===== config.mk =====
export PLATFORM = sky130hd
export DESIGN_NAME = wav_riff_header_checker_top_flat
export DESIGN_NICKNAME = d
export VERILOG_FILES = /design/src/rtl/core/wrh_pkg.sv /design/src/rtl/core/wrh_if.sv /design/src/rtl/core/wav_riff_header_checker_top.sv /design/src/flat_wrapper.sv
export SDC_FILE = /design/constraint.sdc
export NUM_CORES = 1
export LEC_CHECK = 0
export BUFFER_PORTS_ARGS = -buffer_cell sky130_fd_sc_hd__clkbuf_2
export CELL_PAD_IN_SITES_DETAIL_PLACEMENT = 1
export CELL_PAD_IN_SITES_GLOBAL_PLACEMENT = 1
export CORE_ASPECT_RATIO = 1.25
export CORE_MARGIN = 2
export CORE_UTILIZATION = 45
export CTS_BUF_LIST = sky130_fd_sc_hd__clkbuf_16
export DETAILED_ROUTE_END_ITERATION = 16
export PLACE_DENSITY = 0.79
export SETUP_SLACK_MARGIN = 0.1
export SYNTH_ARGS = -nofsm -noshare
export SYNTH_HDL_FRONTEND = slang
export SYNTH_SLANG_ARGS = --single-unit

===== constraint.sdc =====
create_clock -name clk_i -period 9.2 [get_ports clk_i]
set_input_delay 0 -clock clk_i [delete_from_list [all_inputs] [get_ports clk_i]]
set_output_delay 0 -clock clk_i [all_outputs]
set_load 0.01 [all_outputs]

===== src/rtl/core/wrh_pkg.sv =====
package wrh_pkg;

  localparam int unsigned CFG_IDX_W  = 2;
  localparam int unsigned CFG_DATA_W = 32;

  localparam logic [CFG_IDX_W-1:0] CFG_EXP_CHANNELS = 2'd0;
  localparam logic [CFG_IDX_W-1:0] CFG_EXP_RATE     = 2'd1;
  localparam logic [CFG_IDX_W-1:0] CFG_EXP_BITS     = 2'd2;

  localparam logic [15:0] EXP_CHANNELS_RST = 16'd2;
  localparam logic [31:0] EXP_RATE_RST     = 32'd48000;
  localparam logic [15:0] EXP_BITS_RST     = 16'd32;

  // byte offsets only matter below the minimum file length
  localparam int unsigned POS_W = 6;
  localparam logic [POS_W-1:0] POS_MAX      = '1;
  localparam logic [POS_W-1:0] MIN_FILE_LEN = 6'd44;
  localparam logic [POS_W-1:0] WAVE_START   = 6'd8;
  localparam logic [POS_W-1:0] HDR_LAST_POS = 6'd11;

  localparam logic [31:0] ID_FMT  = 32'h666D7420;
  localparam logic [31:0] ID_DATA = 32'h64617461;

  localparam logic [31:0] FMT_MIN_SIZE   = 32'd16;
  localparam logic [15:0] FMT_IEEE_FLOAT = 16'd3;

  localparam logic [7:0] TAG_RIFF [4] = '{8'h52, 8'h49, 8'h46, 8'h46};
  localparam logic [7:0] TAG_WAVE [4] = '{8'h57, 8'h41, 8'h56, 8'h45};

  typedef struct packed {
    logic [15:0] sample_format;
    logic [15:0] channel_count;
    logic [31:0] rate_hz;
    logic [15:0] bits_per_sample;
  } wrh_fmt_t;

  typedef struct packed {
    logic     plausible;
    logic     canonical;
    wrh_fmt_t fmt;
  } wrh_res_t;

endpackage


===== src/rtl/core/wrh_if.sv =====
interface wrh_in_if;
  logic       valid;
  logic       ready;
  logic [7:0] data_byte;
  logic       last_byte;

  modport source (output valid, output data_byte, output last_byte, input ready);
  modport sink   (input valid, input data_byte, input last_byte, output ready);
endinterface

interface wrh_out_if;
  logic        valid;
  logic        ready;
  logic        plausible;
  logic        canonical;
  logic [15:0] sample_format;
  logic [15:0] channel_count;
  logic [31:0] rate_hz;
  logic [15:0] bits_per_sample;

  modport source (output valid, output plausible, output canonical, output sample_format,
                  output channel_count, output rate_hz, output bits_per_sample,
                  input ready);
  modport sink   (input valid, input plausible, input canonical, input sample_format,
                  input channel_count, input rate_hz, input bits_per_sample,
                  output ready);
endinterface


===== src/rtl/core/wav_riff_header_checker_top.sv =====
// RIFF/WAVE header checker.
// in_i carries a file one byte per beat, last_byte set on its final byte.
// res_o carries one result beat per file: plausible, canonical and the
// format fields of the last complete fmt chunk.
// cfg_we_i/cfg_idx_i/cfg_data_i write the expected channels (0), rate (1)
// and bits (2); write only while no file is in flight.
// Throughput: one byte per cycle while in_i.ready is high.
// Each result is registered into the output or, while it stalls, the skid.
// Stall: a two-entry output (register plus skid) holds results; in_i.ready
// drops only while both are full.
// Reset: walker state clears, expected values return to 2, 48000 and 32.
// After each final byte the walker returns to its reset state by itself.
module wav_riff_header_checker_top
  import wrh_pkg::*;
(
  input  logic                  clk_i,
  input  logic                  rst_ni,
  input  logic                  cfg_we_i,
  input  logic [CFG_IDX_W-1:0]  cfg_idx_i,
  input  logic [CFG_DATA_W-1:0] cfg_data_i,
  wrh_in_if.sink                in_i,
  wrh_out_if.source             res_o
);

  typedef enum logic [1:0] {PH_FILE, PH_HDR, PH_DATA, PH_PAD} phase_e;

  logic [15:0] exp_ch_q;
  logic [31:0] exp_rate_q;
  logic [15:0] exp_bits_q;

  phase_e           phase_q, phase_d;
  logic [POS_W-1:0] pos_q, pos_d;
  logic             tags_ok_q, tags_ok_d;
  logic [2:0]       hdr_cnt_q, hdr_cnt_d;
  logic [31:0]      id_q, id_d;
  logic [31:0]      size_q, size_d;
  logic [31:0]      left_q, left_d;
  logic [4:0]       off_q, off_d;
  wrh_fmt_t         pend_q, pend_d;
  wrh_fmt_t         comm_q, comm_d;
  logic             fmt_seen_q, fmt_seen_d;
  logic             data_seen_q, data_seen_d;
  logic             done;

  wrh_res_t res_new;
  wrh_res_t out_q, skid_q;
  logic     out_v_q, skid_v_q;
  logic     in_fire, res_v;
  logic [7:0] b;

  assign b       = in_i.data_byte;
  assign in_fire = in_i.valid && in_i.ready;
  assign res_v   = in_fire && in_i.last_byte;
  assign in_i.ready = !skid_v_q;

  always_comb begin
    phase_d     = phase_q;
    pos_d       = (pos_q == POS_MAX) ? pos_q : pos_q + 1'b1;
    tags_ok_d   = tags_ok_q;
    hdr_cnt_d   = hdr_cnt_q;
    id_d        = id_q;
    size_d      = size_q;
    left_d      = left_q;
    off_d       = off_q;
    pend_d      = pend_q;
    comm_d      = comm_q;
    fmt_seen_d  = fmt_seen_q;
    data_seen_d = data_seen_q;
    done        = 1'b0;
    unique case (phase_q)
      PH_FILE: begin
        if (pos_q < 6'd4 && b != TAG_RIFF[pos_q[1:0]]) tags_ok_d = 1'b0;
        if (pos_q >= WAVE_START && pos_q <= HDR_LAST_POS && b != TAG_WAVE[pos_q[1:0]])
          tags_ok_d = 1'b0;
        if (pos_q >= HDR_LAST_POS) begin
          phase_d   = PH_HDR;
          hdr_cnt_d = '0;
        end
      end
      PH_HDR: begin
        if (!hdr_cnt_q[2]) id_d = {id_q[23:0], b};
        else size_d = {b, size_q[31:8]};
        hdr_cnt_d = hdr_cnt_q + 1'b1;
        if (hdr_cnt_q == 3'd7) begin
          pend_d = '0;
          off_d  = '0;
          if (size_d == '0) done = 1'b1;
          else begin
            phase_d = PH_DATA;
            left_d  = size_d;
          end
        end
      end
      PH_DATA: begin
        if (!off_q[4]) begin
          case (off_q[3:0])
            4'd0:    pend_d.sample_format[7:0]    = b;
            4'd1:    pend_d.sample_format[15:8]   = b;
            4'd2:    pend_d.channel_count[7:0]    = b;
            4'd3:    pend_d.channel_count[15:8]   = b;
            4'd4:    pend_d.rate_hz[7:0]          = b;
            4'd5:    pend_d.rate_hz[15:8]         = b;
            4'd6:    pend_d.rate_hz[23:16]        = b;
            4'd7:    pend_d.rate_hz[31:24]        = b;
            4'd14:   pend_d.bits_per_sample[7:0]  = b;
            4'd15:   pend_d.bits_per_sample[15:8] = b;
            default: ;
          endcase
          off_d = off_q + 1'b1;
        end
        left_d = left_q - 1'b1;
        if (left_q == 32'd1) done = 1'b1;
      end
      PH_PAD: begin
        phase_d   = PH_HDR;
        hdr_cnt_d = '0;
      end
    endcase
    if (done) begin
      if (id_d == ID_FMT && size_d >= FMT_MIN_SIZE) begin
        comm_d     = pend_d;
        fmt_seen_d = 1'b1;
      end else if (id_d == ID_DATA) begin
        data_seen_d = 1'b1;
      end
      phase_d   = size_d[0] ? PH_PAD : PH_HDR;
      hdr_cnt_d = '0;
      left_d    = '0;
    end
  end

  always_comb begin
    res_new.fmt       = comm_d;
    res_new.plausible = tags_ok_d && pos_d >= MIN_FILE_LEN && fmt_seen_d && data_seen_d &&
                        comm_d.channel_count != '0 && comm_d.rate_hz != '0 &&
                        comm_d.bits_per_sample != '0;
    res_new.canonical = res_new.plausible && comm_d.sample_format == FMT_IEEE_FLOAT &&
                        comm_d.channel_count == exp_ch_q && comm_d.rate_hz == exp_rate_q &&
                        comm_d.bits_per_sample == exp_bits_q;
  end

  always_ff @(posedge clk_i or negedge rst_ni) begin
    if (!rst_ni) begin
      exp_ch_q   <= EXP_CHANNELS_RST;
      exp_rate_q <= EXP_RATE_RST;
      exp_bits_q <= EXP_BITS_RST;
    end else if (cfg_we_i) begin
      unique case (cfg_idx_i)
        CFG_EXP_CHANNELS: exp_ch_q   <= cfg_data_i[15:0];
        CFG_EXP_RATE:     exp_rate_q <= cfg_data_i;
        CFG_EXP_BITS:     exp_bits_q <= cfg_data_i[15:0];
        default: ;
      endcase
    end
  end

  always_ff @(posedge clk_i or negedge rst_ni) begin
    if (!rst_ni) begin
      phase_q     <= PH_FILE;
      pos_q       <= '0;
      tags_ok_q   <= 1'b1;
      hdr_cnt_q   <= '0;
      id_q        <= '0;
      size_q      <= '0;
      left_q      <= '0;
      off_q       <= '0;
      pend_q      <= '0;
      comm_q      <= '0;
      fmt_seen_q  <= 1'b0;
      data_seen_q <= 1'b0;
    end else if (in_fire) begin
      if (in_i.last_byte) begin
        phase_q     <= PH_FILE;
        pos_q       <= '0;
        tags_ok_q   <= 1'b1;
        hdr_cnt_q   <= '0;
        id_q        <= '0;
        size_q      <= '0;
        left_q      <= '0;
        off_q       <= '0;
        pend_q      <= '0;
        comm_q      <= '0;
        fmt_seen_q  <= 1'b0;
        data_seen_q <= 1'b0;
      end else begin
        phase_q     <= phase_d;
        pos_q       <= pos_d;
        tags_ok_q   <= tags_ok_d;
        hdr_cnt_q   <= hdr_cnt_d;
        id_q        <= id_d;
        size_q      <= size_d;
        left_q      <= left_d;
        off_q       <= off_d;
        pend_q      <= pend_d;
        comm_q      <= comm_d;
        fmt_seen_q  <= fmt_seen_d;
        data_seen_q <= data_seen_d;
      end
    end
  end

  // output register plus skid entry
  always_ff @(posedge clk_i or negedge rst_ni) begin
    if (!rst_ni) begin
      out_v_q  <= 1'b0;
      skid_v_q <= 1'b0;
    end else if (!out_v_q || res_o.ready) begin
      if (skid_v_q) begin
        out_v_q  <= 1'b1;
        skid_v_q <= 1'b0;
      end else begin
        out_v_q <= res_v;
      end
    end else if (res_v) begin
      skid_v_q <= 1'b1;
    end
  end

  always_ff @(posedge clk_i) begin
    if (!out_v_q || res_o.ready) begin
      out_q <= skid_v_q ? skid_q : res_new;
    end else if (res_v) begin
      skid_q <= res_new;
    end
  end

  assign res_o.valid           = out_v_q;
  assign res_o.plausible       = out_q.plausible;
  assign res_o.canonical       = out_q.canonical;
  assign res_o.sample_format   = out_q.fmt.sample_format;
  assign res_o.channel_count   = out_q.fmt.channel_count;
  assign res_o.rate_hz         = out_q.fmt.rate_hz;
  assign res_o.bits_per_sample = out_q.fmt.bits_per_sample;

endmodule


===== src/flat_wrapper.sv =====
// flat-port wrapper written by rule: the top's interface ports become plain ports
module wav_riff_header_checker_top_flat import wrh_pkg::*;
  (clk_i, rst_ni, cfg_we_i, cfg_idx_i, cfg_data_i, in_i_valid, in_i_data_byte, in_i_last_byte, in_i_ready, res_o_valid, res_o_plausible, res_o_canonical, res_o_sample_format, res_o_channel_count, res_o_rate_hz, res_o_bits_per_sample, res_o_ready);
  wrh_in_if in_i_i ();
  wrh_out_if res_o_i ();
  input  logic clk_i;
  input  logic rst_ni;
  input  logic cfg_we_i;
  input  logic [CFG_IDX_W-1:0] cfg_idx_i;
  input  logic [CFG_DATA_W-1:0] cfg_data_i;
  input wire logic [$bits(in_i_i.valid)-1:0] in_i_valid;
  input wire logic [$bits(in_i_i.data_byte)-1:0] in_i_data_byte;
  input wire logic [$bits(in_i_i.last_byte)-1:0] in_i_last_byte;
  output wire logic [$bits(in_i_i.ready)-1:0] in_i_ready;
  output wire logic [$bits(res_o_i.valid)-1:0] res_o_valid;
  output wire logic [$bits(res_o_i.plausible)-1:0] res_o_plausible;
  output wire logic [$bits(res_o_i.canonical)-1:0] res_o_canonical;
  output wire logic [$bits(res_o_i.sample_format)-1:0] res_o_sample_format;
  output wire logic [$bits(res_o_i.channel_count)-1:0] res_o_channel_count;
  output wire logic [$bits(res_o_i.rate_hz)-1:0] res_o_rate_hz;
  output wire logic [$bits(res_o_i.bits_per_sample)-1:0] res_o_bits_per_sample;
  input wire logic [$bits(res_o_i.ready)-1:0] res_o_ready;
  assign in_i_i.valid = in_i_valid;
  assign in_i_i.data_byte = in_i_data_byte;
  assign in_i_i.last_byte = in_i_last_byte;
  assign in_i_ready = in_i_i.ready;
  assign res_o_valid = res_o_i.valid;
  assign res_o_plausible = res_o_i.plausible;
  assign res_o_canonical = res_o_i.canonical;
  assign res_o_sample_format = res_o_i.sample_format;
  assign res_o_channel_count = res_o_i.channel_count;
  assign res_o_rate_hz = res_o_i.rate_hz;
  assign res_o_bits_per_sample = res_o_i.bits_per_sample;
  assign res_o_i.ready = res_o_ready;
  wav_riff_header_checker_top u_core (.clk_i(clk_i), .rst_ni(rst_ni), .cfg_we_i(cfg_we_i), .cfg_idx_i(cfg_idx_i), .cfg_data_i(cfg_data_i), .in_i(in_i_i), .res_o(res_o_i));
endmodule

==> After elaboration in Yosys (flattened, before gate mapping) <==
Index checks and enable logic that the tools add are counted.
{ "word_totals": {"ff_bits": 505, "inputBits": 48, "output_inout_bits": 84} }
{ "classes": {"addsub": 4, "magnitude_cmp": 7, "eq_ne": 30, "n_mux": 71, "bitwise_logic": 2, "n_reduce_logical": 39} }
{ "op_table": {"columns": ["operator", "n"], "rows": [
  ["80-bit two-way mux", 6],
  ["32-bit two-way mux", 11],
  ["80-bit case mux with 2 select lines", 1],
  ["8-bit two-way mux", 14],
  ["82-bit two-way mux", 1],
  ["32-bit by 31-bit equality test with 1-bit output (second input constant)", 2],
  ["32-bit case mux with 2 select lines", 1],
  ["8-bit binary-select mux with 2-bit select", 2],
  ["16-bit equality test", 2],
  ["32-bit by 1-bit equality test with 1-bit output (second input constant)", 1],
  ["32-bit equality test", 1],
  ["32-bit by 5-bit >= comparator with 1-bit output (second input constant)", 1],
  ["32-bit logical NOT", 1],
  ["16-bit nonzero test", 2],
  ["32-bit nonzero test", 1],
  ["32-bit by 1-bit subtractor with 32-bit output (second input constant)", 1],
  ["1-bit two-way mux", 17],
  ["16-bit by 2-bit equality test with 1-bit output (second input constant)", 1],
  ["4-bit by 3-bit equality test with 1-bit output (second input constant)", 4],
  ["1-bit logical AND", 16],
  ["8-bit != test", 2],
  ["5-bit two-way mux", 3],
  ["6-bit by 4-bit >= comparator with 1-bit output (second input constant)", 2],
  ["2-bit two-way mux", 6],
  ["38 further kinds", 54]
]} }

==> Longest topological paths before layout <==
Gate-level depths: netlist of the first run.
{ "logic_depth": {"word_depth": 20, "depth_mapped": 17} }

==> Least setup slack after synthesis of the first run <==
OpenSTA, ideal clock, no wires.
{ "synth_path": {"path_kind": "flip-flop to flip-flop", "startpoint": "register u_core.out_v_q, in the netlist u_core.res_o.valid", "endpoint": "register u_core.skid_q[0] (netlist name), enable pin", "setup_ps": 523, "arrival_ps": 5965, "slack_ps": 2712, "path_stages_with_launch": 3, "synth_period_minus_slack_ps": 6488, "cell_sequence": "dfrtp_1 > nand2b_1 > nor2_1"} }
{ "synth_via": {"elab_chain_len": 4} }
{ "synth_rtl": {"columns": ["item", "line_no", "source"], "rows": [
  ["start: declaration", "wav_riff_header_checker_top.sv:47", "logic out_v_q, skid_v_q;"],
  ["start signal: assignment", "wav_riff_header_checker_top.sv:212", "out_v_q <= res_v;"],
  ["1-bit logical NOT", "wav_riff_header_checker_top.sv:220", "if (!out_v_q || res_o.ready) begin"],
  ["1-bit logical OR", "wav_riff_header_checker_top.sv:220", null],
  ["1-bit inverter (no source line)", null, null],
  ["2-bit AND reduction (no source line)", null, null],
  ["end signal: assignment", "wav_riff_header_checker_top.sv:223", "skid_q <= res_new;"],
  ["end: declaration", "wav_riff_header_checker_top.sv:46", "wrh_res_t out_q, skid_q;"]
]} }
Every way passes these cells.
A chain may end at the register's enable or synchronous reset.

==> results of run 1 <==
[sequential cells by signal, summed over array words and instances (netlist names), 2 cells and up]
register,flops
u_core.exp_rate_q,32
u_core.left_q,32
u_core.exp_ch_q,16
u_core.pos_q,6
u_core.off_q,5
u_core.res_o.rate_hz,32
u_core.hdr_cnt_q,3
u_core.phase_q,2
u_core.res_o.sample_format,16
u_core.skid_q,82
u_core.exp_bits_q,16
u_core.pend_q,80
u_core.size_q,32
u_core.res_o.bits_per_sample,16
u_core.id_q,32
u_core.res_o.channel_count,16
u_core.comm_q,80
[logic make-up (layout without fill, tap and decap cells)]
kind of cell | count (synthesis) | in the layout | share of synthesized area [%]
buf+inv | 300 | 450 | 4.79
fa+ha+maj | 16 | 16 | 0.815
simple gates | 814 | 814 | 15.5
compound gates | 726 | 726 | 17.8
mux | 106 | 106 | 4.75
flops | 505 | 505 | 54.9
xor+xnor | 39 | 39 | 1.39
[cells in the final DEF, fill, tap and decap left out, drive strengths merged, types with 10 or more instances in the layout]
master       count
nand2          333
nor2           188
a21o            17
dfrtp          331
dlygate4sd3     46
or3             10
a221oi          15
o211ai          11
nor2b           12
clkinv          18
inv            170
mux2            71
ha              16
or4             13
xor2            14
a22o            48
buf             24
a21oi          183
xnor2           25
o21ai          317
dfstp           10
edfxtp         164
nand2b          16
nand3           41
clkbuf         184
nor4            43
nor3            69
nand4           37
o22ai           41
o21a            11
mux2i           35
[final cells by class]
type,count,share of cell area [%]
Timing Repair Buffer,200,4.69
Inverter,156,2.09
Tap cell,727,3.25
Multi-Input combinational cell,1701,35.7
Clock buffer,54,4.83
Sequential cell,505,48.2
Clock inverter,40,1.18
[worst max-delay path by stage]
stage,slack (ns),to,from,cells after the start
after floorplan,2.71,u_core.skid_q[0],u_core.res_o.valid,2
after global placement,3.82,u_core.res_o.canonical,u_core.hdr_cnt_q[2],12
after detailed placement,3.73,u_core.res_o.canonical,u_core.hdr_cnt_q[2],12
after CTS,3.69,u_core.res_o.canonical,u_core.hdr_cnt_q[2],12
after global routing,3.40,u_core.res_o.canonical,u_core.hdr_cnt_q[2],12
final,3.67,u_core.res_o.canonical,u_core.hdr_cnt_q[2],12
[metrics by stage]
stage | total power [mW] | setup WS (ns)
after CTS | 6.29 | 3.69
after floorplan | 3.62 | 2.71
after global placement | 4.10 | 3.82
final | 6.30 | 3.67
after detailed placement | 4.16 | 3.73
after global routing | 6.55 | 3.40
[power by group through the flow]
| stage | logic [mW] | clock network, mW | registers, mW |
|---|---|---|---|
| floorplan | 0.954 | 0 | 2.66 |
| global placement | 1.39 | 0 | 2.71 |
| detailed placement | 1.44 | 0 | 2.72 |
| CTS | 1.46 | 2.15 | 2.68 |
| global route | 1.61 | 2.24 | 2.71 |
| finish | 1.48 | 2.13 | 2.69 |
[metal layers]
| layer | GRT usage (%) | wire [um] | up-vias | share of wire [%] |
|---|---|---|---|---|
| met4 | 21.1 | 6860 | 0 | 7.6 |
| li1 | - | - | 9210 | - |
| met1 | 38.7 | 34800 | 10700 | 39 |
| met2 | 54.3 | 44100 | 766 | 49 |
| met5 | 0 | 0 | - | 0 |
| met3 | 3.67 | 4080 | 306 | 4.5 |
[timing repair]
item,in CTS,in global routing
endpoints found under the hold margin,190,0
setup buffers,0,0
hold buffers,46,0
setup endpoints to repair,0,0
==> qor.yml, run 1 <==
wl_um: 89800
rows: 95
drive_gt1_share_pct: 13.4
grt_setup_unrepaired: "no"
yosys.cell_types.count: 86
p_per_area_nw_per_um2: 225
ys_async_sr_fraction_pct: 67.5
cts-root-buf: "clkbuf_16"
synth_top_cell_area_share_pct: 33.7
r2r_start: "u_core.hdr_cnt_q[2]"
drc: 0
p_int_mw: 4.14
r2r_end: "u_core.res_o.canonical"
numCtsBuffers: 52
die_area_um2: 56400
crit_chain: "or4_1 -> nor2_1 -> o21ai_1 -> a2111oi_4 -> o211ai_4 -> buf_4 -> inv_1 -> a21boi_0 -> inv_1 -> o311ai_1 -> nor3_1 -> a32o_1"
post-route-period-util_pct: 60.1
core_area_um2: 53800
start_util_pct: 45.6
fin_setup_tns_ns: 0
worst_r2r_path_depth: 12
via_per_inst: 6.19
syn_to_final_growth_pct: 13.9
crit_family: "compound AO/OA/AOI/OAI gates"
p_sw_share_pct: 34.3
ant_nets: 0
critPathLaunchType: "register"
n_fill_cell: 5984
ys_warn_count: 0
cts_resized: 0
final_nets: 2680
path_common_cell: "inv_1"
gp_congestion: 0.987
crit_fanout: 78
stdcell_area_um2: 28000
grt_pass1_vias: 22300
grt_max_degree: 173
dpl_cell_area_um2: 25800
critPathKind: "reg2reg"
drt-initial-drc-count: 1719
io_buffers: 131
vdd_drop_max_uv: 151
tightestPinTransition_ns: 1.29
synth_edf_count: 164
hp-class: "in2async"
synth_top_cell_by_area: "dfrtp_1"
critPathArrivalTime_ns: 5.91
tritoncts: "yes"
cts-htree-levels: 2
max_freq_mhz: 181
p_switching_mw: 2.16
dieHeight_um: 265
grt-ovfl-total: 0
syn-num-nets: 2570
dominantRegCellSynth: "dfrtp_1"
post-route-min-period_ns: 5.53
placed_cells: 3243
ys_ff_latch: 505
p_leak_nw: 12.0
hold_slack_ns: 0.0419
yosysMostFrequentCell: "nand2_1"
hold_violations: 0
clkPwrFrac_pct: 33.8
seq_area_frac_synth_pct: 54.9
critPathCaptureType: "register"
regArea_um2: 13500
ys_top_cells_by_area: "dfrtp_1, edfxtp_1, o21ai_0"
finClkSkew_ns: 0.0489
track_usage_pct: 32.2
maxCapViolCount: 0
status: "completed"
worst-path-buf-inv: 3
clock_sinks: 505
post_drt_wl_per_cell_um: 26.5
netlist_top_cells_count: "nand2_1, dfrtp_1, o21ai_0"
syn-cell-area_um2: 24500
sequentialPowerShare_pct: 42.7
p_comb_share_pct: 23.5
cts_buffer_depth: 3
antenna_found_initial: 0
hpwl_um: 62900
slew-limit-headroom_pct: 14.3
die_w_um: 213
cpPeakStageDelay_ns: 1.13
dr.pass1.iters: 7
clk_pin_slew_ns: 0.07
cpMaxStageDelayCell: "dfrtp_2"
synthCells: 2506
io-pin-count: 132
rrSetupSlack_ns: 3.67
syn_avg_cell_area_um2: 9.80
fin_cells: 3383
multi_input_area_um2: 9990
final_max_slew_viol_count: 0
crit_required_ns: 9.58
grt_pass1_wl_um: 137000
antenna_cells: 0
clk_latency_ns: 0.64
finish.utilization_pct: 51.9
finalSetupViolCount: 0
vias: 20900
Power figures use the tool's default switching activity.
==> run 2, diff against run 1 <==
- clock period: 9.2 -> 5.35 ns (I/O delays scaled with it)
==> qor.yml, run 2 (synthesis gave the netlist of run 1 again) <==
ant_nets: 0  # unchanged
post-route-min-period_ns: 4.63  # -0.894 ns
crit_fanout: 8  # -90%
p_per_area_nw_per_um2: 389  # +73%
status: "completed"
finClkSkew_ns: 0.0339  # -0.0150 ns
drt-initial-drc-count: 1790  # +4.1%
sequentialPowerShare_pct: 42.3  # -0.4 points
cts-htree-levels: 2  # unchanged
start_util_pct: 45.6  # unchanged
p_sw_share_pct: 33.9  # -0.38 points
crit_required_ns: 5.84  # -3.74 ns
clkPwrFrac_pct: 34.6  # +0.8 points
regArea_um2: 13500  # unchanged
io-pin-count: 132  # unchanged
dr.pass1.iters: 5  # -2
max_freq_mhz: 216  # +19%
multi_input_area_um2: 9990  # unchanged
grt_pass1_vias: 22300  # +0.058%
final_max_slew_viol_count: 0  # unchanged
drc: 0  # unchanged
wl_um: 93300  # +3.9%
vias: 21200  # +1.0%
hpwl_um: 66000  # +5.0%
vdd_drop_max_uv: 267  # +77%
pre_cts_slack_ns: 0.768  # -2.96 ns
die_area_um2: 56400  # unchanged
core_area_um2: 53800  # unchanged
clock_sinks: 505  # unchanged
cts_buffer_depth: 3  # unchanged
numCtsBuffers: 53  # +1.9%
cts_hold_buf: 44  # -4.3%
p_int_mw: 7.26  # +76%
rows: 95  # unchanged
hp-class: "in2async"
fin_setup_tns_ns: 0  # unchanged
critPathKind: "reg2reg"
r2r_start: "u_core.pos_q[1]"
gp_congestion: 0.997  # +1.0%
regMostFlops: "u_core.skid_q"
p_leak_nw: 12.1  # +1.1%
p_comb_share_pct: 23.1  # -0.4 points
grt-ovfl-total: 0  # unchanged
largest_reg_flops: 82  # unchanged
syn_to_final_growth_pct: 15.1
setup_ws_ns: 0.716  # -2.96 ns
critPathCaptureType: "register"
track_usage_pct: 33.3  # +1.1 points
cts-root-buf: "clkbuf_16"
n_fill_cell: 6022  # +0.64%
clk_pin_slew_ns: 0.07  # about the same
crit_path_start: "u_core.pos_q[1]"
die_w_um: 213  # unchanged
critPathArrivalTime_ns: 5.13  # -0.78 ns
final_nets: 2707  # +1.0%
p_switching_mw: 3.73  # +73%
antenna_found_initial: 0  # unchanged
antenna_cells: 0  # unchanged
dieHeight_um: 265  # unchanged
grt_max_degree: 112  # -35%
hold_violations: 0  # unchanged
drive_gt1_share_pct: 14.5  # +1.1 points
io_buffers: 131  # unchanged
maxCapViolCount: 0  # unchanged
post-route-period-util_pct: 86.6  # +27 points
worst_r2r_path_depth: 13  # +1
finalSetupViolCount: 0  # unchanged
r2r_end: "u_core.res_o.canonical"
final_common_cell: "nand2_1"
via_per_inst: 6.20  # +0.18%
post_cts_buffers: 0  # unchanged
rrSetupSlack_ns: 0.72  # -2.96 ns
grt_pass1_wl_um: 141000  # +2.7%
tightestPinTransition_ns: 1.32  # +0.0309 ns
final_cell_mix: "nand2_1, dfrtp_1, o21ai_0"
tritoncts: "yes"
top_regs: "u_core.skid_q x82, u_core.comm_q x80, u_core.pend_q x80"
post_drt_wl_per_cell_um: 27.4  # +3.1%
slew-limit-headroom_pct: 12.2  # -2.1 points
grt_setup_unrepaired: "no"
cts_resized: 0  # unchanged
critPathLaunchType: "register"
clk_latency_ns: 0.63  # about the same
[run 2: critical path, stage by stage (launching register included)]
cell,delay [ns]
dfrtp_1,0.50
inv_1,0.10
ha_1,0.24
or4b_2,0.62
a2111oi_0,0.45
a21oi_1,0.11
nor4_1,0.19
o31ai_1,0.12
nor4_1,0.65
o21ai_0,0.33
a211oi_1,0.41
o311ai_1,0.28
nor3_1,0.30
a32o_1,0.22
[run 2: metrics by stage]
| step | area, um2 | util, % | cells | hold WS [ns] | power (mW) |
|---|---|---|---|---|---|
| after floorplan | 24600 | - | 2506 | -0.296 | 6.22 |
| after global placement | 26100 | 48.4 | 3271 | 0.0763 | 7.09 |
| after detailed placement | 26100 | 48.4 | 3271 | 0.0874 | 7.18 |
| after CTS | 28200 | 52.5 | 3411 | 0.0156 | 11.0 |
| after global routing | 28200 | 52.5 | 3411 | 0.0548 | 11.4 |
| final | 28200 | 52.5 | 3411 | 0.00262 | 11.0 |
[run 2: final cells by class]
type	count	share of cell area, %
Clock buffer	53	4.70
Clock inverter	43	1.53
Inverter	156	2.07
Multi-Input combinational cell	1701	35.4
Sequential cell	505	47.7
Tap cell	727	3.22
Timing Repair Buffer	226	5.40
[run 2: how the worst max path moves through the flow]
stage,end,slack (ns),depth (start not counted)
6_report,u_core.res_o.canonical,0.72,13
5_1_grt,u_core.res_o.canonical,0.45,16
4_1_cts,u_core.res_o.canonical,0.77,13
3_5_place_dp,u_core.res_o.canonical,0.77,13
3_3_place_gp,u_core.res_o.canonical,0.87,13
2_1_floorplan,u_core.skid_q[0],0.26,5
[run 2: metal layers]
| layer | track usage (%) | share of wire [%] |
|---|---|---|
| met3 | 4.13 | 4.9 |
| met1 | 40.2 | 39 |
| met2 | 57.1 | 50 |
| met5 | 0 | 0 |
| met4 | 19.2 | 6.6 |
[run 2: power by group through the flow]
stage          combinational (mW)  clock, mW  sequential [mW]
4_1_cts                      2.53       3.84             4.63
2_1_floorplan                1.64          0             4.58
3_3_place_gp                 2.41          0             4.68
5_1_grt                      2.78       3.98             4.67
6_report                     2.54       3.80             4.65
3_5_place_dp                 2.49          0             4.70
==> run 3, diff against run 2 <==
- ABC_AREA: default -> 1
- PLACE_DENSITY: 0.79 -> 0.82
==> qor.yml, run 3 <==
p_leak_nw: 13.6  # +12%
critPathArrivalTime_ns: 5.16  # +0.03 ns
rrSetupSlack_ns: 0.58  # -0.13 ns
ys_top_cells_by_area: "dfrtp_1, edfxtp_1, nand2_1"
clk_latency_ns: 0.65  # +0.02 ns
grt_pass1_wl_um: 147000  # +4.3%
syn-cell-area_um2: 25900  # +5.6%
clk_pin_slew_ns: 0.06  # about the same
r2r_start: "u_core.phase_q[1]"
post-route-min-period_ns: 4.77  # +0.132 ns
grt_setup_unrepaired: "no"
syn_to_final_growth_pct: 13.9
ys_async_sr_fraction_pct: 67.5  # unchanged
post-route-period-util_pct: 89.1  # +2.5 points
grt-ovfl-total: 0  # unchanged
timing.critical_path.to: "u_core.res_o.canonical"
post_cts_buffers: 0  # unchanged
dieHeight_um: 272  # +2.7%
p_per_area_nw_per_um2: 422  # +8.4%
antenna_found_initial: 0  # unchanged
drc: 0  # unchanged
rows: 98  # +3.2%
crit_path_start: "u_core.phase_q[1]"
slew-limit-headroom_pct: 23.6  # +11 points
clock_sinks: 505  # unchanged
hold_slack_ns: 0.0915  # +0.0889 ns
final_max_slew_viol_count: 0  # unchanged
status: "completed"
io_buffers: 131  # unchanged
dominantRegCellSynth: "dfrtp_1"
critPathLaunchType: "register"
die_w_um: 219  # +2.7%
cts_buffer_depth: 3  # unchanged
wl_um: 94500  # +1.3%
hold_violations: 0  # unchanged
post_drt_wl_per_cell_um: 22.6  # -18%
tightestPinTransition_ns: 1.14  # -0.173 ns
syn-num-nets: 3345  # +30%
start_util_pct: 45.4  # -0.23 points
regMostFlops: "u_core.skid_q"
via_per_inst: 5.76  # -7.2%
fin_setup_tns_ns: 0  # unchanged
yosysMostFrequentCell: "nand2_1"
critPathCaptureType: "register"
antenna_cells: 0  # unchanged
die_area_um2: 59500  # +5.5%
hp-class: "in2async"
final_nets: 3460  # +28%
r2r_end: "u_core.res_o.canonical"
drive_gt1_share_pct: 8.22  # -6.3 points
seq_area_frac_synth_pct: 52.0  # -2.9 points
io-pin-count: 132  # unchanged
critPathKind: "reg2reg"
largest_reg_flops: 82  # unchanged
drt-initial-drc-count: 2067  # +15%
grt_max_degree: 162  # +45%
top_regs: "u_core.skid_q x82, u_core.comm_q x80, u_core.pend_q x80"
netlist_top_cells_count: "nand2_1, inv_1, dfrtp_1"
final_common_cell: "nand2_1"
synth_top_cell_by_area: "dfrtp_1"
finalSetupViolCount: 0  # unchanged
worst_r2r_path_depth: 23  # +10
final_cell_mix: "nand2_1, inv_1, dfrtp_1"
dr.pass1.iters: 6  # +1
vias: 24100  # +14%
grt_pass1_vias: 25800  # +16%
gp_congestion: 0.900  # -9.8%
synth_edf_count: 164  # unchanged
numCtsBuffers: 53  # unchanged
cts-htree-levels: 2  # unchanged
maxCapViolCount: 0  # unchanged
vdd_drop_max_uv: 308  # +15%
synth_top_cell_area_share_pct: 32.0  # -1.8 points
cts-root-buf: "clkbuf_16"
track_usage_pct: 31.8  # -1.5 points
finClkSkew_ns: 0.0430  # +0.00912 ns
hpwl_um: 62700  # -4.9%
tritoncts: "yes"
syn_avg_cell_area_um2: 7.90  # -19%
crit_fanout: 38  # +30
yosys.cell_types.count: 44  # -49%
synthCells: 3281  # +31%
max_freq_mhz: 210  # -2.8%
crit_required_ns: 5.74  # -0.10 ns
ys_warn_count: 0  # unchanged
n_fill_cell: 7058  # +17%
ant_nets: 0  # unchanged
core_area_um2: 57100  # +6.1%
ys_ff_latch: 505  # unchanged
## run 3: cell types whose count changed after synthesis, sizes merged, moves of 69 or more
cell   delta
nand2   +663
inv     +315
o22ai   +228
a21oi   -124
nand3   +119
mux2     -69
## run 3: cells by family (layout without fill, tap and decap cells)
logic type | count (synthesis) | count (layout) | synth area share, %
xor+xnor | 22 | 22 | 0.743
buf+inv | 634 | 794 | 9.72
mux | 2 | 2 | 0.0869
fa+ha+maj | 16 | 16 | 0.772
compound gates | 654 | 654 | 14.2
flops | 505 | 505 | 52.0
simple gates | 1448 | 1448 | 22.6
## run 3: what timing repair did
| item | CTS | global route |
|---|---|---|
| endpoints found under the hold margin | 185 | 0 |
| gates resized for setup | 0 | 2 |
| hold buffers | 42 | 0 |
| setup endpoints to repair | 0 | 2 |
## run 3: final cells by class
cell class,instances,area [um2],area share [%]
Tap cell,750,938,3.18
Clock buffer,53,1330,4.49
Timing Repair Buffer,207,1450,4.93
Clock inverter,47,513,1.74
Multi-Input combinational cell,2142,9970,33.8
Inverter,487,1840,6.22
Sequential cell,505,13500,45.7
## run 3: per-layer routing
layer	GRT usage (%)	part of all wire, %	up-vias
met3	4.37	4.8	289
met2	55.4	50	746
met4	18.0	6.3	0
met5	0	0	-
li1	-	-	11000
met1	37.5	39	12100
## run 3: how the worst min path moves through the flow
| stage | endpoint | slack (ns) | cells past startpoint |
|---|---|---|---|
| after global routing | u_core.exp_rate_q[16] | 0.16 | 3 |
| after floorplan | u_core.comm_q[0] | -0.30 | 0 |
| after global placement | u_core.res_o.valid | 0.16 | 1 |
| after detailed placement | u_core.res_o.valid | 0.15 | 1 |
| final | u_core.exp_rate_q[16] | 0.09 | 2 |
| after CTS | u_core.exp_rate_q[7] | 0.09 | 5 |
## run 3: where the power goes
part / internal (mW) / switching, mW / leakage, nW
Combinational: 1.07 / 2.62 / 6.46
Clock: 2.30 / 1.68 / 0.949
Sequential: 4.43 / 0.343 / 6.24
## run 3: critical path, stage by stage (launching register included)
cell     delay [ns]
dfrtp_1        0.38
inv_1          0.12
ha_2           0.42
buf_4          0.47
nand3_1        0.15
o21ai_0        0.14
nand2_1        0.10
nor2_1         0.18
nand2_1        0.07
nor2_1         0.09
nand2_1        0.15
nand4_1        0.19
buf_4          0.48
nand2_1        0.14
nand2_1        0.19
nand2_1        0.12
nor2_1         0.21
nand2_1        0.08
nor2_1         0.35
nand2_1        0.11
nand3_1        0.15
nor2_1         0.06
nand2_1        0.07
a21oi_1        0.06
## run 3: metrics by stage
| step | utilization (%) | total power [mW] | setup WS (ns) | instances | area [um2] |
|---|---|---|---|---|---|
| 2_1_floorplan | - | 7.17 | 1.20 | 3281 | 25900 |
| 3_3_place_gp | 47.7 | 8.26 | 0.584 | 4049 | 27200 |
| 3_5_place_dp | 47.7 | 8.41 | 0.481 | 4049 | 27200 |
| 4_1_cts | 51.6 | 12.4 | 0.427 | 4191 | 29500 |
| 5_1_grt | 51.6 | 13.0 | 0.292 | 4191 | 29500 |
| 6_report | 51.6 | 12.4 | 0.583 | 4191 | 29500 |
